--- config.mk ---
export PLATFORM = sky130hd
export DESIGN_NAME = servo_status_packet_parser_core
export DESIGN_NICKNAME = d
export VERILOG_FILES = /design/src/design/sspp_pkg.sv /design/src/design/sspp_parser.sv /design/src/design/sspp_obuf.sv /design/src/design/servo_status_packet_parser_core.sv
export SDC_FILE = /design/constraint.sdc
export NUM_CORES = 1
export LEC_CHECK = 0
export ABC_CLOCK_PERIOD_IN_PS = 12400
export BUFFER_PORTS_ARGS = -buffer_cell sky130_fd_sc_hd__buf_4
export CAP_MARGIN = 20
export CORE_AREA = 2 2 135 137
export CTS_BUF_LIST = sky130_fd_sc_hd__clkbuf_2 sky130_fd_sc_hd__clkbuf_4 sky130_fd_sc_hd__clkbuf_8
export DETAILED_ROUTE_END_ITERATION = 16
export DIE_AREA = 0 0 137 139
export GPL_TIMING_DRIVEN = 0
export PLACE_DENSITY = 0.63
export SLEW_MARGIN = 20
export SYNTH_ARGS = -nofsm -noshare
export SYNTH_HDL_FRONTEND = slang
export SYNTH_SLANG_ARGS = --single-unit
--- constraint.sdc ---
create_clock -name clk -period 12.4 [get_ports clk]
set_clock_uncertainty 0.15 [all_clocks]
set_input_delay 2.48 -clock clk [delete_from_list [all_inputs] [get_ports clk]]
set_output_delay 2.48 -clock clk [all_outputs]
set_load 0.02 [all_outputs]
--- src/design/sspp_pkg.sv ---
// Shared types and constants for the servo status packet parser.
package sspp_pkg;

    localparam int ID_SLOTS   = 4;
    localparam int MAX_MOTORS = 4;
    localparam int SLOT_LIMIT = (MAX_MOTORS < ID_SLOTS) ? MAX_MOTORS : ID_SLOTS;

    localparam logic [7:0] HEADER_BYTE = 8'hFF;
    localparam logic [7:0] IDLE_BYTE   = 8'h00;
    localparam logic [7:0] LEN_VALUE   = 8'd4;

    localparam logic KIND_BYTE = 1'b0;
    localparam logic KIND_ARM  = 1'b1;

    localparam logic [1:0] RES_OK      = 2'd0;
    localparam logic [1:0] RES_CHKSUM  = 2'd1;
    localparam logic [1:0] RES_UNKNOWN = 2'd2;
    localparam logic [1:0] RES_LOST    = 2'd3;

    localparam logic [2:0] REG_MOTOR_COUNT = 3'd0;
    localparam logic [2:0] REG_MOTOR_ID_0  = 3'd1;
    localparam logic [2:0] REG_MOTOR_ID_1  = 3'd2;
    localparam logic [2:0] REG_MOTOR_ID_2  = 3'd3;
    localparam logic [2:0] REG_MOTOR_ID_3  = 3'd4;

    typedef struct packed {
        logic [7:0]  motor_error;
        logic [15:0] position;
        logic [7:0]  motor_id;
        logic [1:0]  motor_index;
        logic [1:0]  status;
    } result_t;

    typedef logic [ID_SLOTS-1:0][7:0] id_table_t;

endpackage

--- src/design/sspp_parser.sv ---
// Byte-wise status packet state machine, checksum and id lookup.
module sspp_parser
(
    input  logic                clk,
    input  logic                rst_n,
    input  logic                accept,
    input  logic                kind,
    input  logic [7:0]          data_byte,
    input  logic [2:0]          motor_count,
    input  sspp_pkg::id_table_t motor_ids,
    output logic                res_valid,
    output sspp_pkg::result_t   res
);

    typedef enum logic [9:0] {
        S_READY   = 10'b00_0000_0001,
        S_HEAD1   = 10'b00_0000_0010,
        S_HEAD2   = 10'b00_0000_0100,
        S_GOT_ID  = 10'b00_0000_1000,
        S_GOT_LEN = 10'b00_0001_0000,
        S_GOT_ERR = 10'b00_0010_0000,
        S_GOT_P1  = 10'b00_0100_0000,
        S_GOT_P2  = 10'b00_1000_0000,
        S_DONE    = 10'b01_0000_0000,
        S_LOST    = 10'b10_0000_0000
    } state_t;

    state_t     state_reg, state_next;
    logic [7:0] id_reg, id_next;
    logic [7:0] err_reg, err_next;
    logic [7:0] p1_reg, p1_next;
    logic [7:0] p2_reg, p2_next;

    logic [7:0] sum;
    logic [2:0] slot_limit;
    logic       hit;
    logic [1:0] hit_index;

    assign sum = id_reg + sspp_pkg::LEN_VALUE + err_reg + p1_reg + p2_reg;

    always_comb
    begin
        slot_limit = (motor_count > 3'(sspp_pkg::SLOT_LIMIT)) ? 3'(sspp_pkg::SLOT_LIMIT)
                                                              : motor_count;
        hit       = 1'b0;
        hit_index = '0;
        for (int i = sspp_pkg::ID_SLOTS - 1; i >= 0; i--)
        begin
            if ((3'(i) < slot_limit) && (motor_ids[i] == id_reg))
            begin
                hit       = 1'b1;
                hit_index = 2'(i);
            end
        end
    end

    always_comb
    begin
        state_next = state_reg;
        id_next    = id_reg;
        err_next   = err_reg;
        p1_next    = p1_reg;
        p2_next    = p2_reg;
        res_valid  = 1'b0;
        res        = '0;

        if (accept)
        begin
            if (kind == sspp_pkg::KIND_ARM)
            begin
                state_next = S_READY;
            end
            else
            begin
                unique case (state_reg)
                    S_READY:
                    begin
                        if (data_byte == sspp_pkg::HEADER_BYTE)
                            state_next = S_HEAD1;
                        else if (data_byte != sspp_pkg::IDLE_BYTE)
                            state_next = S_LOST;
                    end
                    S_HEAD1:
                    begin
                        if (data_byte == sspp_pkg::HEADER_BYTE)
                            state_next = S_HEAD2;
                        else
                        begin
                            id_next    = data_byte;
                            state_next = S_GOT_ID;
                        end
                    end
                    S_HEAD2:
                    begin
                        id_next    = data_byte;
                        state_next = S_GOT_ID;
                    end
                    S_GOT_ID:
                    begin
                        state_next = (data_byte == sspp_pkg::LEN_VALUE) ? S_GOT_LEN : S_LOST;
                    end
                    S_GOT_LEN:
                    begin
                        err_next   = data_byte;
                        state_next = S_GOT_ERR;
                    end
                    S_GOT_ERR:
                    begin
                        p1_next    = data_byte;
                        state_next = S_GOT_P1;
                    end
                    S_GOT_P1:
                    begin
                        p2_next    = data_byte;
                        state_next = S_GOT_P2;
                    end
                    S_GOT_P2:
                    begin
                        state_next      = S_DONE;
                        res_valid       = 1'b1;
                        res.motor_id    = id_reg;
                        res.motor_error = err_reg;
                        res.position    = {p2_reg, p1_reg};
                        if (~sum != data_byte)
                            res.status = sspp_pkg::RES_CHKSUM;
                        else if (hit)
                        begin
                            res.status      = sspp_pkg::RES_OK;
                            res.motor_index = hit_index;
                        end
                        else
                            res.status = sspp_pkg::RES_UNKNOWN;
                    end
                    S_LOST:
                    begin
                        state_next = S_DONE;
                        res_valid  = 1'b1;
                        res.status = sspp_pkg::RES_LOST;
                    end
                    default:
                    begin
                        state_next = S_DONE;
                    end
                endcase
            end
        end
    end

    always_ff @(posedge clk or negedge rst_n)
    begin
        if (!rst_n)
        begin
            state_reg <= S_READY;
            id_reg    <= '0;
            err_reg   <= '0;
            p1_reg    <= '0;
            p2_reg    <= '0;
        end
        else
        begin
            state_reg <= state_next;
            id_reg    <= id_next;
            err_reg   <= err_next;
            p1_reg    <= p1_next;
            p2_reg    <= p2_next;
        end
    end

    a_res_source: assert property (@(posedge clk) disable iff (!rst_n)
        res_valid |-> (state_reg == S_GOT_P2 || state_reg == S_LOST))
        else $error("result from a state that cannot end a packet");

    a_index_only_ok: assert property (@(posedge clk) disable iff (!rst_n)
        (res_valid && res.status != sspp_pkg::RES_OK) |-> (res.motor_index == 2'd0))
        else $error("slot index set on a failed packet");

    a_arm_ready: assert property (@(posedge clk) disable iff (!rst_n)
        (accept && kind == sspp_pkg::KIND_ARM) |=> (state_reg == S_READY))
        else $error("arm did not return parser to ready");

endmodule

--- src/design/sspp_obuf.sv ---
// Two-entry result buffer: output register plus skid stage.
module sspp_obuf
(
    input  logic              clk,
    input  logic              rst_n,
    input  logic              push,
    input  sspp_pkg::result_t push_data,
    output logic              can_accept,
    output logic              out_valid,
    input  logic              out_ready,
    output sspp_pkg::result_t out_data
);

    logic              out_valid_reg, out_valid_next;
    logic              skid_valid_reg, skid_valid_next;
    sspp_pkg::result_t out_reg, out_next;
    sspp_pkg::result_t skid_reg, skid_next;
    logic              pop;

    assign pop        = out_valid_reg && out_ready;
    assign can_accept = !skid_valid_reg;
    assign out_valid  = out_valid_reg;
    assign out_data   = out_reg;

    always_comb
    begin
        out_valid_next  = out_valid_reg;
        skid_valid_next = skid_valid_reg;
        out_next        = out_reg;
        skid_next       = skid_reg;
        if (skid_valid_reg)
        begin
            if (pop)
            begin
                out_next        = skid_reg;
                skid_valid_next = 1'b0;
            end
        end
        else if (out_valid_reg)
        begin
            if (pop && push)
                out_next = push_data;
            else if (pop)
                out_valid_next = 1'b0;
            else if (push)
            begin
                skid_next       = push_data;
                skid_valid_next = 1'b1;
            end
        end
        else if (push)
        begin
            out_next       = push_data;
            out_valid_next = 1'b1;
        end
    end

    always_ff @(posedge clk or negedge rst_n)
    begin
        if (!rst_n)
        begin
            out_valid_reg  <= 1'b0;
            skid_valid_reg <= 1'b0;
        end
        else
        begin
            out_valid_reg  <= out_valid_next;
            skid_valid_reg <= skid_valid_next;
        end
    end

    always_ff @(posedge clk)
    begin
        out_reg  <= out_next;
        skid_reg <= skid_next;
    end

    a_skid_implies_out: assert property (@(posedge clk) disable iff (!rst_n)
        skid_valid_reg |-> out_valid_reg)
        else $error("skid entry held without an output entry");

    a_skid_fill: assert property (@(posedge clk) disable iff (!rst_n)
        $rose(skid_valid_reg) |-> $past(out_valid_reg && !out_ready && push))
        else $error("skid filled while output was free");

    a_no_overflow: assert property (@(posedge clk) disable iff (!rst_n)
        (skid_valid_reg && !pop) |=> (skid_valid_reg && $stable(skid_reg)))
        else $error("skid entry lost or overwritten");

endmodule

--- src/design/servo_status_packet_parser_core.sv ---
// Top level of the servo status packet parser with its register block.
//
// Input stream (s_axis_*): one item per received byte, or an arm item
// (tuser = 1) that returns the parser to waiting for a new reply.
// Output stream (m_axis_*): one result per finished reply, or one "lost"
// result on the first byte after the parser lost framing.
// The APB port holds motor_count at 0x00 and motor ids 0..3 at 0x04..0x10.
//
// A result is registered into the output buffer as the checksum byte (or the
// lost byte) is taken. Throughput: one item per cycle while s_axis_tready
// is high. State machine, checksum adder, four id compares: all combinational.
// A two-entry output buffer lets items keep flowing while a result waits;
// s_axis_tready drops only when both entries are full, and rises again once
// one is taken.
// Reset clears the registers to zero, the id table to zero and the parser
// to ready; nothing is emitted before a reply ends or framing is lost.
module servo_status_packet_parser_core
(
    input  logic        clk,
    input  logic        rst_n,
    // configuration
    input  logic        psel,
    input  logic        penable,
    input  logic        pwrite,
    input  logic [4:0]  paddr,
    input  logic [31:0] pwdata,
    output logic [31:0] prdata,
    output logic        pready,
    // input items
    input  logic        s_axis_tvalid,
    output logic        s_axis_tready,
    input  logic [7:0]  s_axis_tdata,   // [7:0] data_byte
    input  logic [0:0]  s_axis_tuser,   // [0] kind
    // result items
    output logic        m_axis_tvalid,
    input  logic        m_axis_tready,
    output logic [39:0] m_axis_tdata,   // [1:0] motor_index, [9:2] motor_id,
                                        // [25:10] position, [33:26] motor_error
    output logic [1:0]  m_axis_tuser    // [1:0] status
);

    logic [2:0]          motor_count_reg;
    sspp_pkg::id_table_t motor_ids_reg;
    logic                cfg_write;
    logic [2:0]          reg_index;

    logic                accept;
    logic                res_valid;
    sspp_pkg::result_t   res;
    sspp_pkg::result_t   out_data;

    assign pready    = 1'b1;
    assign reg_index = paddr[4:2];
    assign cfg_write = psel && penable && pwrite && pready;

    always_ff @(posedge clk or negedge rst_n)
    begin
        if (!rst_n)
        begin
            motor_count_reg <= '0;
            motor_ids_reg   <= '0;
        end
        else if (cfg_write)
        begin
            unique case (reg_index)
                sspp_pkg::REG_MOTOR_COUNT: motor_count_reg  <= pwdata[2:0];
                sspp_pkg::REG_MOTOR_ID_0:  motor_ids_reg[0] <= pwdata[7:0];
                sspp_pkg::REG_MOTOR_ID_1:  motor_ids_reg[1] <= pwdata[7:0];
                sspp_pkg::REG_MOTOR_ID_2:  motor_ids_reg[2] <= pwdata[7:0];
                sspp_pkg::REG_MOTOR_ID_3:  motor_ids_reg[3] <= pwdata[7:0];
                default:
                begin
                end
            endcase
        end
    end

    always_comb
    begin
        unique case (reg_index)
            sspp_pkg::REG_MOTOR_COUNT: prdata = {29'd0, motor_count_reg};
            sspp_pkg::REG_MOTOR_ID_0:  prdata = {24'd0, motor_ids_reg[0]};
            sspp_pkg::REG_MOTOR_ID_1:  prdata = {24'd0, motor_ids_reg[1]};
            sspp_pkg::REG_MOTOR_ID_2:  prdata = {24'd0, motor_ids_reg[2]};
            sspp_pkg::REG_MOTOR_ID_3:  prdata = {24'd0, motor_ids_reg[3]};
            default:                   prdata = '0;
        endcase
    end

    assign accept = s_axis_tvalid && s_axis_tready;

    sspp_parser u_parser
    (
        .clk         (clk),
        .rst_n       (rst_n),
        .accept      (accept),
        .kind        (s_axis_tuser[0]),
        .data_byte   (s_axis_tdata),
        .motor_count (motor_count_reg),
        .motor_ids   (motor_ids_reg),
        .res_valid   (res_valid),
        .res         (res)
    );

    sspp_obuf u_obuf
    (
        .clk        (clk),
        .rst_n      (rst_n),
        .push       (res_valid),
        .push_data  (res),
        .can_accept (s_axis_tready),
        .out_valid  (m_axis_tvalid),
        .out_ready  (m_axis_tready),
        .out_data   (out_data)
    );

    assign m_axis_tuser = out_data.status;
    assign m_axis_tdata = {6'd0, out_data.motor_error, out_data.position,
                           out_data.motor_id, out_data.motor_index};

endmodule
==> results of run 1 <==
[power by group through the flow]
stage | logic (mW) | registers (mW) | clock network (mW)
2_1_floorplan | 0.101 | 0.579 | 0
3_3_place_gp | 0.138 | 0.585 | 0
3_5_place_dp | 0.142 | 0.585 | 0
4_1_cts | 0.143 | 0.575 | 0.389
5_1_grt | 0.156 | 0.579 | 0.413
6_report | 0.142 | 0.575 | 0.379
[cell families after synthesis]
family | share of synthesized area, %
buffers and inverters | 6.48
multiplexers | 10.5
XOR/XNOR | 5.77
AND/OR/NAND/NOR | 9.94
flip-flops | 53.5
adder cells (fa/ha/maj) | 5.56
other | 0.0970
AO/OA/AOI/OAI | 8.19
[through the flow]
stage | util, % | power (mW)
after global placement | 48.9 | 0.723
after global routing | 51.7 | 1.15
final | 51.7 | 1.10
after CTS | 51.6 | 1.11
after floorplan | - | 0.680
after detailed placement | 49.4 | 0.727
[cells in the final DEF, fill, tap and decap left out, types with 7 or more instances in the layout]
cell type	synthesis	layout
buf_4	31	97
and2_1	32	32
nor2_1	13	13
conb_1	2	31
dfrtp_1	78	78
mux2i_1	7	7
clkbuf_8	0	17
nand2_1	30	30
fa_1	14	14
nor4_1	8	8
mux2_2	66	66
nand3_1	7	7
xnor2_1	29	29
clkbuf_1	30	30
ha_1	12	12
a21o_1	37	37
edfxtp_1	72	72
a21oi_1	14	14
xor2_1	22	22
nor3_1	13	10
inv_1	33	33
o21ai_0	20	20
[how the worst min path moves through the flow]
stage,startpoint,endpoint,depth (start not counted)
finish,u_obuf.skid_reg[26],u_obuf.out_data[26],1
detailed placement,u_obuf.skid_reg[26],u_obuf.out_data[26],1
global placement,u_parser.state_reg[7],u_parser.state_reg[7],1
floorplan,u_parser.state_reg[7],u_parser.state_reg[7],1
CTS,u_obuf.skid_reg[19],u_obuf.out_data[19],1
global route,u_obuf.skid_reg[35],u_obuf.out_data[35],1
[area by class of cell]
class	count	area share, %
Clock inverter	13	1.64
Clock buffer	19	2.73
Tap cell	229	3.14
Sequential cell	151	45.4
Timing Repair Buffer	70	6.14
Inverter	33	1.36
Multi-Input combinational cell	410	35.5
Buffer	65	4.14
[critical path, stage by stage]
cell and delay, ps:
clkbuf_1 260, clkbuf_1 590, mux2_2 410, a22oi_1 130, o21ai_0 120, buf_4 190
[per-layer routing]
metal  vias to the layer above  share of wire (%)
li1                       2388                  -
met1                      2530                 44
met2                       131                 50
met3                        22                4.8
met4                         0                1.4
met5                         -                  0
==> flow_summary_export.csv, run 1 <==
group,metric,value,unit
clock_tree,post-cts-setup-buffers,0,
placed_design,place_area,8720,sq um
sta,holdWs,377,ps
power_and_ir_drop,internal-power,0.803,mW
global_routing,antenna_found_initial,0,
critical_path,crit_end,"prdata[3]",
hold_path,hp-class,"reg -> reg",
sta,relSlewSlack,43.9,%
placed_design,place_congestion,0.910,
power_and_ir_drop,cellLeakagePower,4.17,nW
clock_tree,numCtsBuffers,17,
detailed_routing,viasPerCell,5.12,
sta,fmax,147,MHz
synthesis,yosysMostFrequentCell,"dfrtp_1",
power_and_ir_drop,switching_share,26.8,%
sta,timing.setup.tns,0,ps
layout,nets,827,
clock_tree,htree_levels,4,
global_routing,grt_use_met1,25.0,%
floorplan,initial_core_util,43.9,%
synthesis,ys_async_sr_fraction,52.3,%
floorplan,die_y,139,um
synthesis,synth.area.top_cells,"edfxtp_1 (28%), dfrtp_1 (25%), mux2_2 (9.6%)",
sta,setup_slack,5570,ps
floorplan,boundaryPins,130,
run,max_cap_viol_count,0,
clock_tree,clk_latency,470,ps
clock_tree,cts_tree,"yes",
layout,finalNonFillerCells,990,
detailed_routing,ant_nets,0,
placed_design,placed_cells,958,
synthesis,netlist_area,7740,sq um
placed_design,port_buffers,67,
synthesis,yosysWarnings,0,
floorplan,coreArea,17700,sq um
sta,fin_crit,6830,ps
floorplan,rows,49,
power_and_ir_drop,combPwrFrac,13.0,%
clock_tree,cts_sinks,151,
critical_path,end_kind,"output port",
clock_tree,path_clk_slew,80,ps
sta,setup_viol,0,
power_and_ir_drop,pwr-share-clk,34.6,%
placed_design,dp_slack,5590,ps
detailed_routing,first_pass_iters,4,
synthesis,synth_top_cell_area_share,27.9,%
critical_path,r2r_start,"u_parser.p2_reg[1]",
critical_path,worst-setup-path-type,"in -> out",
sta,rsz0062_at_grt,"no",
synthesis,synth.avg_cell_area,12.3,sq um
critical_path,worstPathMaxFanout,10,
floorplan,die_x,137,um
global_routing,grt_usage,18.8,%
floorplan,dieArea,19000,sq um
critical_path,start_kind,"input port",
critical_path,r2r_end,"u_obuf.out_data[0]",
critical_path,crit_arrival,4200,ps
layout,syn_to_final_growth,17.9,%
clock_tree,cts.path.max_buffers,2,
clock_tree,holdBufCountCts,0,
detailed_routing,wl_per_cell,17.0,um
synthesis,synth_edf_count,72,
power_and_ir_drop,power_per_cell_area,120,nW/um^2
sta,finalHoldViolCount,0,
synthesis,synth_common_cells,"dfrtp_1 (78), edfxtp_1 (72), mux2_2 (66), a21o_1 (37), inv_1 (33)",
detailed_routing,routed_wl,16800,um
global_routing,grt_pass1_vias,5210,
global_routing,grt.met2_usage,30.7,%
layout,regArea,4140,sq um
critical_path,rr_worst_depth,14,
layout,fillers,1576,
sta,worst_slew_pin_slew,837,ps
power_and_ir_drop,power_frac_seq,52.4,%
layout,num_antenna_cells,0,
synthesis,yosysTopAreaCell,"edfxtp_1",
sta,post-route-period-util,55.0,%
layout,multiInputGateArea,3240,sq um
power_and_ir_drop,vdd_ir_drop_max,0.0000657,V
clock_tree,cts_root_buf,"clkbuf_8",
sta,slew_viol_final,0,
global_routing,grt_overflow,0,
global_routing,grt_pass1_wl,27400,um
synthesis,ys_seq_elements,151,
global_routing,grt_max_degree,80,
global_routing,use_met3,3.25,%
detailed_routing,vias,5071,
critical_path,r2r_slack,7760,ps
outcome,status,"finished, final reports clean",
synthesis,synth_cell_type_count,50,
power_and_ir_drop,p_switching,0.294,mW
placed_design,dpl.hpwl,12300,um
synthesis,synth-seq-area-share,53.5,%
critical_path,crit_required,9770,ps
critical_path,worst_setup_path_startpoint,"paddr[3]",
synthesis,postSynthCellCount,630,
layout,fin_area,9130,sq um
detailed_routing,route.detailed.drc,0,
detailed_routing,drt_iter0_markers,305,
synthesis,synthFlopType,"dfrtp_1",
layout,drive_gt1_share,28.4,%
clock_tree,ctsResizeCount,0,
global_routing,grt-busiest-layer,"met2",
No activity file was read; power rests on OpenSTA's default activity.
==> run 2: changes to the inputs <==
--- a/config.mk
+++ b/config.mk
@@ -5,13 +5,14 @@
 export SDC_FILE = /design/constraint.sdc
 export NUM_CORES = 1
 export LEC_CHECK = 0
-export ABC_CLOCK_PERIOD_IN_PS = 12400
+export ABC_AREA = 1
+export ABC_CLOCK_PERIOD_IN_PS = 7100
 export BUFFER_PORTS_ARGS = -buffer_cell sky130_fd_sc_hd__buf_4
 export CAP_MARGIN = 20
-export CORE_AREA = 2 2 135 137
+export CORE_AREA = 2 2 137 139
 export CTS_BUF_LIST = sky130_fd_sc_hd__clkbuf_2 sky130_fd_sc_hd__clkbuf_4 sky130_fd_sc_hd__clkbuf_8
 export DETAILED_ROUTE_END_ITERATION = 16
-export DIE_AREA = 0 0 137 139
+export DIE_AREA = 0 0 139 141
 export GPL_TIMING_DRIVEN = 0
 export PLACE_DENSITY = 0.63
 export SLEW_MARGIN = 20
==> constraint.sdc (replaced) <==
create_clock -name clk -period 7.1 [get_ports clk]
set_clock_uncertainty 0.15 [all_clocks]
set_input_delay 1.42 -clock clk [delete_from_list [all_inputs] [get_ports clk]]
set_output_delay 1.42 -clock clk [all_outputs]
set_load 0.02 [all_outputs]
==> run 2 against run 1 <==
Synthesized cell count rose by 43%. First-iteration DRC count grew 37%. Hold slack got worse by 30 ps. Critical path depth is 2 higher. Die area grew 2.9%. Sequential cell count unchanged. Cell count rose by 28%. Register-to-register slack worse by 4800 ps. Design area is 3.0% higher. Largest cell class unchanged. Largest power group unchanged.
==> flow_summary_export.csv, run 2 <==
group,metric,value,unit
global_routing,grt.met2_usage,31.5,%
clock_tree,cts_root_buf,"clkbuf_8",
sta,fin_crit,4360,ps
run,max_cap_viol_count,0,
power_and_ir_drop,p_switching,0.603,mW
layout,fillers,1772,
detailed_routing,viasPerCell,4.88,
floorplan,coreArea,18300,sq um
synthesis,ys_seq_elements,151,
clock_tree,clk_latency,480,ps
sta,post-route-period-util,61.5,%
layout,mostFrequentLayoutCells,"nand2_1 (228), inv_1 (106), buf_4 (104), nor2_1 (83), dfrtp_1 (78)",
synthesis,synth_compound_area_share,9.63,%
critical_path,rr_worst_depth,17,
synthesis,ys_async_sr_fraction,52.3,%
global_routing,grt_max_degree,80,
hold_path,hp-class,"reg -> reg",
synthesis,yosysWarnings,0,
synthesis,synth_cell_type_count,46,
layout,regArea,4140,sq um
critical_path,worst-setup-path-type,"in -> out",
layout,fin_area,9400,sq um
global_routing,grt_pass1_vias,5742,
layout,nets,1102,
sta,holdWs,347,ps
placed_design,placed_cells,1238,
placed_design,dpl.hpwl,14400,um
detailed_routing,first_pass_iters,5,
synthesis,netlist_area,8000,sq um
clock_tree,holdBufCountCts,0,
clock_tree,htree_levels,4,
critical_path,end_kind,"output port",
global_routing,antenna_found_initial,0,
detailed_routing,wl_per_cell,15.2,um
global_routing,grt_overflow,0,
sta,rsz0062_at_grt,"no",
layout,multiInputGateArea,3150,sq um
synthesis,synth_common_cells,"nand2_1 (228), inv_1 (107), nor2_1 (83), dfrtp_1 (78), o21ai_0 (77)",
layout,final_util,51.5,%
power_and_ir_drop,internal-power,1.45,mW
floorplan,dieArea,19600,sq um
floorplan,rows,50,
sta,setup_viol,0,
power_and_ir_drop,pwr-share-clk,34.3,%
critical_path,crit_arrival,2790,ps
clock_tree,cts_sinks,151,
clock_tree,cts.path.max_buffers,2,
global_routing,use_met3,4.42,%
synthesis,synthFlopType,"dfrtp_1",
clock_tree,cts_tree,"yes",
critical_path,start_kind,"input port",
power_and_ir_drop,combPwrFrac,15.7,%
hold_path,min_delay_path_depth,2,
placed_design,port_buffers,72,
synthesis,synthAdderAreaFrac,5.38,%
synthesis,synth_edf_count,72,
synthesis,yosysTopAreaCell,"edfxtp_1",
sta,fmax,229,MHz
synthesis,synth_top_cell_area_share,27.0,%
placed_design,place_congestion,0.938,
synthesis,synth_top_family_by_area,"simple AND/OR/NAND/NOR gates",
global_routing,grt_pass1_wl,30800,um
layout,drive_gt1_share,19.8,%
global_routing,grt_use_met1,28.4,%
clock_tree,ctsResizeCount,0,
sta,slew_viol_final,0,
global_routing,grt_usage,20.3,%
synthesis,synth.area.top_cells,"edfxtp_1 (27%), dfrtp_1 (24%), nand2_1 (11%)",
layout,syn_to_final_growth,17.5,%
sta,finalHoldViolCount,0,
synthesis,postSynthCellCount,902,
detailed_routing,ant_nets,0,
global_routing,grt-busiest-layer,"met2",
synthesis,yosysMostFrequentCell,"nand2_1",
detailed_routing,route.detailed.drc,0,
floorplan,initial_core_util,43.8,%
sta,worst_slew_pin_slew,764,ps
floorplan,die_y,141,um
clock_tree,numCtsBuffers,17,
critical_path,crit_required,5530,ps
critical_path,worstPathMaxFanout,6,
floorplan,boundaryPins,130,
power_and_ir_drop,power_frac_seq,50.0,%
synthesis,muxShareOfSynthArea,0,%
clock_tree,path_clk_slew,90,ps
sta,relSlewSlack,49.1,%
placed_design,place_area,8980,sq um
power_and_ir_drop,switching_share,29.4,%
detailed_routing,drt_iter0_markers,418,
synthesis,synth.avg_cell_area,8.87,sq um
synthesis,synthXorXnorAreaFrac,1.53,%
floorplan,die_x,139,um
power_and_ir_drop,power_per_cell_area,218,nW/um^2
detailed_routing,routed_wl,19400,um
outcome,status,"finished, final reports clean",
clock_tree,post-cts-setup-buffers,0,
layout,num_antenna_cells,0,
synthesis,yosys.area_share.simple,21.3,%
detailed_routing,vias,6197,
power_and_ir_drop,vdd_ir_drop_max,0.000111,V
layout,finalNonFillerCells,1270,
sta,timing.setup.tns,0,ps
synthesis,synth-seq-area-share,51.7,%
layout,final_common_cell,"nand2_1",
power_and_ir_drop,cellLeakagePower,4.18,nW
[run 2: layer usage]
| layer | wire, um | part of all wire (%) |
|---|---|---|
| met1 | 8910 | 46 |
| met2 | 8860 | 46 |
| met3 | 1200 | 6.2 |
| met4 | 384 | 2.0 |
| met5 | 0 | 0 |
[run 2: critical path: stages]
cell      delay, ps
buf_4           110
inv_1           100
nor3_2          320
inv_1           230
o22ai_1         220
a221oi_1         80
o21ai_0         130
buf_4           190
[run 2: cell families after synthesis]
kind of cell	after synthesis
simple gates	388
fa+ha+maj	26
flops	151
buf+inv	179
xor+xnor	14
other cells	2
compound gates	142
[run 2: worst paths after layout]
path                                 endpoint  slack [ps]                from
min in group asynchronous  motor_count_reg[0]         810               rst_n
min reg2reg                u_parser.p2_reg[4]         350  u_parser.p2_reg[4]
min                        u_parser.p2_reg[4]         350  u_parser.p2_reg[4]
max                                 prdata[2]        2740            paddr[3]
max in group asynchronous    motor_ids_reg[1]        5440               rst_n
max reg2reg                u_obuf.out_data[2]        2930  u_parser.p2_reg[1]
[run 2: power by group through the flow]
stage	Combinational, mW	Sequential [mW]	Clock (mW)
after floorplan	0.216	1.03	0
after global routing	0.364	1.03	0.747
after global placement	0.315	1.04	0
after detailed placement	0.322	1.04	0
after CTS	0.323	1.02	0.711
final	0.322	1.02	0.703
[run 2: cell type report]
| type | instances | area share [%] |
|---|---|---|
| plain buffers | 53 | 3.77 |
| clock buffers | 18 | 2.57 |
| clock inverters | 14 | 1.85 |
| inverters | 126 | 5.06 |
| multi-input cells | 601 | 33.5 |
| flip-flops and latches | 151 | 44.0 |
| well taps | 234 | 3.11 |
| repair buffers | 73 | 6.08 |
[run 2: per-stage QoR]
stage / setup slack (ps) / total power [mW]
2_1_floorplan: 2670 / 1.25
3_3_place_gp: 1470 / 1.36
3_5_place_dp: 2800 / 1.36
4_1_cts: 2790 / 2.06
5_1_grt: 2660 / 2.14
6_report: 2740 / 2.05
==> run 3: changes to the inputs <==
--- a/config.mk
+++ b/config.mk
@@ -6,7 +6,7 @@
 export NUM_CORES = 1
 export LEC_CHECK = 0
 export ABC_AREA = 1
-export ABC_CLOCK_PERIOD_IN_PS = 7100
+export ABC_CLOCK_PERIOD_IN_PS = 4300
 export BUFFER_PORTS_ARGS = -buffer_cell sky130_fd_sc_hd__buf_4
 export CAP_MARGIN = 20
 export CORE_AREA = 2 2 137 139
==> constraint.sdc (replaced) <==
create_clock -name clk -period 4.3 [get_ports clk]
set_clock_uncertainty 0.15 [all_clocks]
set_input_delay 0.86 -clock clk [delete_from_list [all_inputs] [get_ports clk]]
set_output_delay 0.86 -clock clk [all_outputs]
set_load 0.02 [all_outputs]
==> run 3 against run 2 <==
Non-clock buffer count grew 2. Count of clock-buffer cells in the layout is the same. Hold slack lost 76 ps. Sequential power grew 66%. Global-route usage is the same. Worst setup slack lost 2500 ps. Register-to-register slack lost 2700 ps. Via count shrank 0.18%. First-iteration DRC count shrank 2.9%. Die area is the same. Wire length shrank 0.13%. Power grew 65%. Critical endpoint is now u_obuf.out_data[3]. Largest power group unchanged.
==> flow_summary_export.csv, run 3 (synthesized netlist as in run 2, its figures left out) <==
group,metric,value,unit
floorplan,die_y,141,um
floorplan,dieArea,19600,sq um
detailed_routing,vias,6186,
run,max_cap_viol_count,0,
detailed_routing,route.detailed.drc,0,
detailed_routing,wl_per_cell,15.2,um
sta,rsz0062_at_grt,"yes",
clock_tree,cts.path.max_buffers,2,
clock_tree,clk_latency,470,ps
clock_tree,cts_root_buf,"clkbuf_8",
global_routing,grt_usage,20.3,%
critical_path,start_kind,"register",
sta,post-route-period-util,95.3,%
power_and_ir_drop,vdd_ir_drop_max,0.000180,V
sta,setup_slack,202,ps
power_and_ir_drop,cellLeakagePower,4.19,nW
clock_tree,numCtsBuffers,17,
critical_path,cp_slowest_cell,"fa_1",
clock_tree,cts_sinks,151,
critical_path,worst_setup_path_startpoint,"u_parser.p1_reg[1]",
sta,fin_crit,4100,ps
critical_path,cp.buffers_inverters,3,
placed_design,dp_slack,167,ps
clock_tree,path_clk_slew,90,ps
sta,setup_viol,0,
layout,drive_gt1_share,20.8,%
placed_design,placed_cells,1238,
outcome,status,"finished, final reports clean",
detailed_routing,routed_wl,19300,um
layout,finalNonFillerCells,1272,
detailed_routing,drt_iter0_markers,406,
power_and_ir_drop,power_per_cell_area,359,nW/um^2
floorplan,coreArea,18300,sq um
global_routing,grt_max_degree,80,
detailed_routing,viasPerCell,4.86,
layout,num_antenna_cells,0,
hold_path,hp-class,"in -> async",
critical_path,r2r_start,"u_parser.p1_reg[1]",
critical_path,crit_arrival,4280,ps
critical_path,worstPathMaxFanout,3,
sta,finalHoldViolCount,0,
clock_tree,holdBufCountCts,0,
clock_tree,htree_levels,4,
global_routing,grt_overflow,0,
global_routing,grt_pass1_wl,30800,um
layout,final_util,51.7,%
layout,mostFrequentLayoutCells,"nand2_1 (228), buf_4 (106), inv_1 (104), nor2_1 (81)",
critical_path,cp_cell_sequence,"fa_2 > inv_2 > fa_2 > fa_1 > inv_1 > ha_2 > inv_2 > fa_1 > xnor2_1 > nand2_1 > nor2_2 > nand4_1 > nor3_4 > nand2_2 > nor2_4 > nor2_1 > nor2_2",
layout,syn_to_final_growth,17.9,%
global_routing,antenna_found_initial,0,
placed_design,place_congestion,0.938,
sta,worst_slew_pin_slew,753,ps
floorplan,die_x,139,um
clock_tree,cts_tree,"yes",
critical_path,critPathTopFamily,"adder cells",
sta,relSlewSlack,49.8,%
sta,fmax,244,MHz
floorplan,rows,50,
global_routing,grt_pass1_vias,5742,
detailed_routing,ant_nets,0,
critical_path,worst-setup-path-type,"reg -> reg",
critical_path,end_kind,"register",
detailed_routing,first_pass_iters,5,
critical_path,slowest_delay,570,ps
layout,final_common_cell,"nand2_1",
placed_design,port_buffers,72,
placed_design,dpl.hpwl,14400,um
layout,nets,1104,
sta,slew_viol_final,0,
critical_path,crit_required,4480,ps
floorplan,boundaryPins,130,
floorplan,initial_core_util,43.8,%
## run 3: changes by cell type in the layout (fill, tap and decap cells not counted), moves of 2 or more
| cell | delta |
|---|---|
| fa_1 | -3 |
| fa_2 | +3 |
| buf_4 | +2 |
| inv_1 | -2 |
| inv_2 | +2 |
| nor2_1 | -2 |
## run 3: power breakdown
part / total, mW / leakage [nW] / switching (mW) / internal [mW]
clock: 1.16 / 0.206 / 0.575 / 0.585
combinational: 0.534 / 2.31 / 0.334 / 0.200
sequential: 1.69 / 1.67 / 0.0873 / 1.60
## run 3: worst paths after layout
check                                     end  slack, ps  cells after the start
setup / recovery           u_obuf.out_data[3]        200                     17
hold / removal             motor_count_reg[0]        270                      1
setup reg to reg           u_obuf.out_data[3]        200                     17
hold reg to reg            u_parser.p2_reg[4]        350                      2
max in group asynchronous  u_parser.p2_reg[0]       3190                      1
min in group clk           u_parser.p2_reg[4]        350                      2
## run 3: layout make-up
class,instances,area [sq um]
repair buffers,75,587
multi-input cells,601,3170
plain buffers,53,354
clock inverters,14,174
fillers,1765,8830
clock buffers,18,241
well taps,234,293
flip-flops and latches,151,4140
inverters,126,475
## run 3: metal layers
layer	track usage, %	vias up	wire length, um
met5	0	-	0
met4	7.18	0	369
met3	4.42	28	1200
met2	31.5	179	8870
met1	28.4	2879	8890
li1	-	3100	-
## run 3: timing repair
item / 4_1_cts / 5_1_grt
resized for setup: 0 / 10
setup endpoints to repair: 0 / 4
setup buffers: 0 / 2
## run 3: per-stage QoR
stage / cell area (sq um) / hold WS [ps] / power [mW] / TNS (ps)
floorplan: 8110 / 303 / 2.06 / 0
global placement: 8940 / 316 / 2.24 / -27790
detailed placement: 8980 / 323 / 2.25 / 0
CTS: 9400 / 346 / 3.40 / 0
global route: 9440 / 342 / 3.53 / -167
finish: 9440 / 271 / 3.38 / 0
